`config.mk`:
```
export PLATFORM = sky130hd
export DESIGN_NAME = gha_ctrl
export DESIGN_NICKNAME = d
export VERILOG_FILES = /design/src/sv/gha_pkg.sv /design/src/sv/gha_ctrl.sv
export SDC_FILE = /design/constraint.sdc
export NUM_CORES = 1
export LEC_CHECK = 0
export BUFFER_PORTS_ARGS = -buffer_cell sky130_fd_sc_hd__buf_2
export CAP_MARGIN = 0
export CORE_UTILIZATION = 45
export CTS_BUF_LIST = sky130_fd_sc_hd__clkbuf_4
export CTS_CLUSTER_DIAMETER = 50
export DETAILED_ROUTE_END_ITERATION = 10
export MAX_ROUTING_LAYER = met4
export PLACE_DENSITY = 0.81
export SLEW_MARGIN = 0
export SYNTH_ARGS = -nofsm -noshare
export SYNTH_HDL_FRONTEND = slang
export SYNTH_SLANG_ARGS = --single-unit
```
`constraint.sdc`:
```
create_clock -name clk -period 1.66 [get_ports clk]
set_input_delay 0.166 -clock clk [delete_from_list [all_inputs] [get_ports clk]]
set_output_delay 0.166 -clock clk [all_outputs]
set_load 0.05 [all_outputs]
```
`src/sv/gha_pkg.sv`:
```
// Shared types, codes and constants of the generational handle allocator.
`default_nettype none

package gha_pkg;

  // Default sizing of the slot table.
  localparam int unsigned MAX_SLOTS_DEF = 1024;
  localparam int unsigned GEN_BITS_DEF  = 32;

  // Fixed widths of the external fields.
  localparam int unsigned OP_W     = 3;
  localparam int unsigned SLOT_W_P = 10;
  localparam int unsigned GEN_W_P  = 32;
  localparam int unsigned STAT_W   = 2;
  localparam int unsigned LIVE_W   = 11;

  // Operation codes.
  typedef enum logic [OP_W-1:0] {
    OP_CREATE  = 3'd0,
    OP_DESTROY = 3'd1,
    OP_CHECK   = 3'd2,
    OP_LOOKUP  = 3'd3,
    OP_NEXT    = 3'd4
  } op_t;

  // Result status codes.
  typedef enum logic [STAT_W-1:0] {
    ST_OK   = 2'd0,
    ST_FULL = 2'd1,
    ST_NONE = 2'd2
  } status_t;

  // Source of the generation reported with a handle.
  typedef enum logic [1:0] {
    GSEL_RD,
    GSEL_INC,
    GSEL_ONE
  } gsel_t;

  // Commands from the controller to the datapath.
  typedef struct packed {
    logic    load;
    logic    pop;
    logic    take_pop;
    logic    claim;
    logic    gen_rd;
    logic    gen_inc;
    logic    push;
    logic    cur_inc;
    logic    res_set;
    status_t res_status;
    logic    res_handle;
    gsel_t   res_gsel;
    logic    out_load;
  } cmd_t;

  // Status from the datapath to the controller.
  typedef struct packed {
    op_t  op;
    logic fc_zero;
    logic hwm_full;
    logic cur_lt_hwm;
    logic occupied;
    logic handle_ok;
    logic reuse_ok;
    logic gen_odd;
  } sts_t;

endpackage

`default_nettype wire

```
`src/sv/gha_ctrl.sv`:
```
// Controller state machine that sequences each operation over the datapath.
`default_nettype none

module gha_ctrl (
  input  wire logic                    clk,
  input  wire logic                    rst_n,
  input  wire logic                    in_valid,
  input  wire logic [gha_pkg::OP_W-1:0] in_operation,
  output logic                         in_stall,
  output logic                         out_valid,
  input  wire logic                    out_stall,
  input  wire gha_pkg::sts_t           sts,
  output gha_pkg::cmd_t                cmd
);

  typedef enum logic [3:0] {
    S_IDLE,
    S_CRT,
    S_POPRD,
    S_CUPD,
    S_CLAIMED,
    S_GRD,
    S_EVAL,
    S_SCAN,
    S_SCHK,
    S_OUT
  } state_t;

  state_t state_r;
  state_t state_nxt;
  logic   out_valid_r;
  logic   out_free;

  // Output register is free when empty or being taken this cycle.
  assign out_free  = !out_valid_r || !out_stall;
  assign in_stall  = (state_r != S_IDLE);
  assign out_valid = out_valid_r;

  // Next state and commands.
  always_comb begin
    state_nxt      = state_r;
    cmd            = '0;
    cmd.res_status = gha_pkg::ST_OK;
    cmd.res_gsel   = gha_pkg::GSEL_RD;
    case (state_r)
      S_IDLE: begin
        if (in_valid) begin
          cmd.load = 1'b1;
          case (gha_pkg::op_t'(in_operation))
            gha_pkg::OP_CREATE:  state_nxt = S_CRT;
            gha_pkg::OP_DESTROY: state_nxt = S_GRD;
            gha_pkg::OP_CHECK:   state_nxt = S_GRD;
            gha_pkg::OP_LOOKUP:  state_nxt = S_GRD;
            gha_pkg::OP_NEXT:    state_nxt = S_SCAN;
            default:             state_nxt = S_OUT;
          endcase
        end
      end
      S_CRT: begin
        if (!sts.fc_zero) begin
          cmd.pop   = 1'b1;
          state_nxt = S_POPRD;
        end else if (!sts.hwm_full) begin
          cmd.claim = 1'b1;
          state_nxt = S_CLAIMED;
        end else begin
          cmd.res_set    = 1'b1;
          cmd.res_status = gha_pkg::ST_FULL;
          state_nxt      = S_OUT;
        end
      end
      S_POPRD: begin
        cmd.take_pop = 1'b1;
        cmd.gen_rd   = 1'b1;
        state_nxt    = S_CUPD;
      end
      S_CUPD: begin
        cmd.gen_inc    = 1'b1;
        cmd.res_set    = 1'b1;
        cmd.res_handle = 1'b1;
        cmd.res_gsel   = gha_pkg::GSEL_INC;
        state_nxt      = S_OUT;
      end
      S_CLAIMED: begin
        cmd.res_set    = 1'b1;
        cmd.res_handle = 1'b1;
        cmd.res_gsel   = gha_pkg::GSEL_ONE;
        state_nxt      = S_OUT;
      end
      S_GRD: begin
        cmd.gen_rd = 1'b1;
        state_nxt  = S_EVAL;
      end
      S_EVAL: begin
        state_nxt = S_OUT;
        case (sts.op)
          gha_pkg::OP_DESTROY: begin
            if (sts.handle_ok) begin
              cmd.push    = sts.reuse_ok;
              cmd.gen_inc = 1'b1;
              cmd.res_set = 1'b1;
            end
          end
          gha_pkg::OP_CHECK: begin
            cmd.res_set = sts.handle_ok;
          end
          gha_pkg::OP_LOOKUP: begin
            cmd.res_set    = sts.occupied;
            cmd.res_handle = 1'b1;
          end
          default: begin
            cmd.res_set = 1'b0;
          end
        endcase
      end
      S_SCAN: begin
        if (sts.cur_lt_hwm) begin
          cmd.gen_rd = 1'b1;
          state_nxt  = S_SCHK;
        end else begin
          state_nxt = S_OUT;
        end
      end
      S_SCHK: begin
        if (sts.gen_odd) begin
          cmd.res_set    = 1'b1;
          cmd.res_handle = 1'b1;
          state_nxt      = S_OUT;
        end else begin
          cmd.cur_inc = 1'b1;
          state_nxt   = S_SCAN;
        end
      end
      S_OUT: begin
        if (out_free) begin
          cmd.out_load = 1'b1;
          state_nxt    = S_IDLE;
        end
      end
      default: begin
        state_nxt = S_IDLE;
      end
    endcase
  end

  // State and the result valid flag.
  always_ff @(posedge clk) begin
    if (!rst_n) begin
      state_r     <= S_IDLE;
      out_valid_r <= 1'b0;
    end else begin
      state_r <= state_nxt;
      if (cmd.out_load) begin
        out_valid_r <= 1'b1;
      end else if (!out_stall) begin
        out_valid_r <= 1'b0;
      end
    end
  end

endmodule

`default_nettype wire

```
==> results_dict.tcl <==
set metrics [dict create \
    cp_max_fo 6 \
    yosys_warnings 0 \
    skew_ns 0.00959 \
    r2r-end "state_r[1]" \
    n_antenna_cell 0 \
    clock_latency_ns 0.25 \
    dp_cells 130 \
    grt_setup_unrepaired "yes" \
    syn_area_per_cell_sq_um 7.43 \
    startpoint_type "register" \
    crit_type "reg2out" \
    die_w_um 38.8 \
    drive_gt1_frac 0.560 \
    post_drt_via_cell_ratio 5.49 \
    cts_made_buffers 3 \
    synth_cell_types 37 \
    cp.required_ns 1.49 \
    grt_max_degree 10 \
    synth-seq-cells 5 \
    min_path_cells 3 \
    final_cells 139 \
    clock_path_buffers 2 \
    synth_area_sq_um 609 \
    design_area_sq_mm 0.00101 \
    drtAntennaViolNets 0 \
    syn_inst 82 \
    cts_sinks 5 \
    postSynthNetCount 99 \
    holdBufCountCts 0 \
    p_leak_nw 0.497 \
    timing.fmax_mhz 614 \
    wl_per_cell_um 13.2 \
    cts-root-buf "clkbuf_4" \
    hpwl_um 1300 \
    fin_util 0.850 \
    run_status "finished clean" \
    num_vias 763 \
    htree_levels 1 \
    syn2layout_area_growth_pct 65.5 \
    antenna_found_initial 0 \
    r2r-start "state_r[1]" \
    rrSetupSlack_ns 0.12 \
    hold_viol 0 \
    synth.top_cell.area_share 0.164 \
    min_to "state_r[0]" \
    dpl_cell_area_sq_um 842 \
    io_buffers 32 \
    grt_pass1_vias 611 \
    n_fill_cell 87 \
    nets 143 \
    min_from "rst_n" \
    synth-seq-area-share 0.164 \
    rr_worst_depth 5 \
    fin_crit_ns 1.63 \
    fin_crit_sh 0.981 \
    die_area_sq_mm 0.00151 \
    cp-end-kind "output port" \
    dr.pass1.iters 4 \
    final_common_cell "buf_2" \
    overflow 0 \
    core-area_sq_mm 0.00119 \
    clk_pin_slew_worst_paths_ns 0.05 \
    gp_congestion 0.851 \
    drt-total-wl_um 1840 \
    drc 0 \
    track_usage 0.266 \
    yosysTopAreaCell "dfxtp_1" \
    arrival_ns 1.46 \
    setup_viol 0 \
    cap_viol_max_count 0 \
    first_iter_violations 12 \
    most-common-layout-cells "25 x buf_2, 12 x buf_4, 6 x a21oi_1, 6 x nor2_1" \
    p_per_area_mw_per_mm2 2400 \
    row_count 12 \
    slew_viol_final 0 \
    grt_first_pass_wirelength_um 2580 \
    ir_drop_mv 1.85 \
    ios 34 \
    start_util 0.514 \
    tns_ns 0 \
    min_path_type "in2reg" \
    synth_area_leaders "dfxtp_1 16%, a21oi_1 5.7%, mux2i_1 4.9%" \
    cts_tree "built" \
    die_h_um 38.8 \
]
## logic make-up after synthesis
kind of cell / after synthesis / synth area share
AO/OA/AOI/OAI: 19 / 0.197
XOR/XNOR: 1 / 0.0144
buffers and inverters: 10 / 0.101
flip-flops: 5 / 0.164
multiplexers: 4 / 0.0739
other: 1 / 0.00615
AND/OR/NAND/NOR: 42 / 0.444
## layer usage
layer	track usage	routed length (um)
met1	0.319	855
met2	0.396	849
met3	0.0405	67
met4	0.198	62
met5	-	0
## registers in the layout, indices dropped and copies added, names as in the netlist
| register | count |
|---|---|
| state_r | 4 |
| out_valid | 1 |
## Yosys cell counts
master / count
a21oi_1: 7
nor2_1: 7
nand2_1: 6
dfxtp_1: 5
inv_1: 5
nand2b_1: 4
nor2b_1: 4
nor3_1: 4
mux2i_1: 3
o21ai_1: 3
a31oi_1: 2
and3_1: 2
and3b_1: 2
buf_4: 2
buf_6: 2
nand3b_1: 2
o21a_1: 2
a21o_1: 1
a21oi_2: 1
and2_1: 1
buf_2: 1
conb_1: 1
mux2_4: 1
nand3_1: 1
nand3b_4: 1
nand4_1: 1
nand4bb_1: 1
nor3_2: 1
nor4_2: 1
nor4b_2: 1
o21ai_0: 1
o221a_2: 1
o32a_1: 1
or2_1: 1
or2b_1: 1
or3_1: 1
xnor2_1: 1
## worst max-delay path by stage
stage,from,endpoint,slack (ns)
6_report,state_r[1],cmd[3],0.03
5_1_grt,state_r[1],cmd[3],-0.03
4_1_cts,state_r[3],cmd[9],0.02
3_5_place_dp,state_r[0],cmd[6],0.06
3_3_place_gp,state_r[2],cmd[9],0.10
2_1_floorplan,state_r[0],cmd[3],-0.04
## layout make-up
class	count	area (sq um)	area share
multi-input cells	67	533	0.529
flip-flops and latches	5	115	0.114
repair buffers	44	294	0.292
inverters	5	18.8	0.0186
clock buffers	4	30.0	0.0298
well taps	14	17.5	0.0174
## repair_timing
item	4_1_cts	5_1_grt
buffers inserted	1	3
resized for setup	22	8
pin swaps	3	4
setup endpoints to repair	11	9
cloned	1	0
## through the flow
step                      total power [mW]  setup WS (ns)  hold slack [ns]
after floorplan                       1.55        -0.0434            0.281
after detailed placement              1.87         0.0622            0.411
after global routing                  2.53        -0.0285            0.183
after global placement                1.84          0.103            0.400
after CTS                             2.28         0.0153            0.152
final                                 2.42         0.0323            0.157
## where the power goes
| group | total [mW] | switching (mW) | internal (mW) |
|---|---|---|---|
| sequential | 0.352 | 0.150 | 0.203 |
| combinational | 1.90 | 1.09 | 0.812 |
| clock | 0.165 | 0.0574 | 0.108 |
## worst max-delay path: stages, from the launching register on
cell      delay, ns
dfxtp_4        0.39
buf_6          0.12
nand3b_4       0.12
mux2i_1        0.08
a21oi_2        0.23
o21ai_2        0.09
buf_6          0.16
Power figures use the tool's default switching activity.
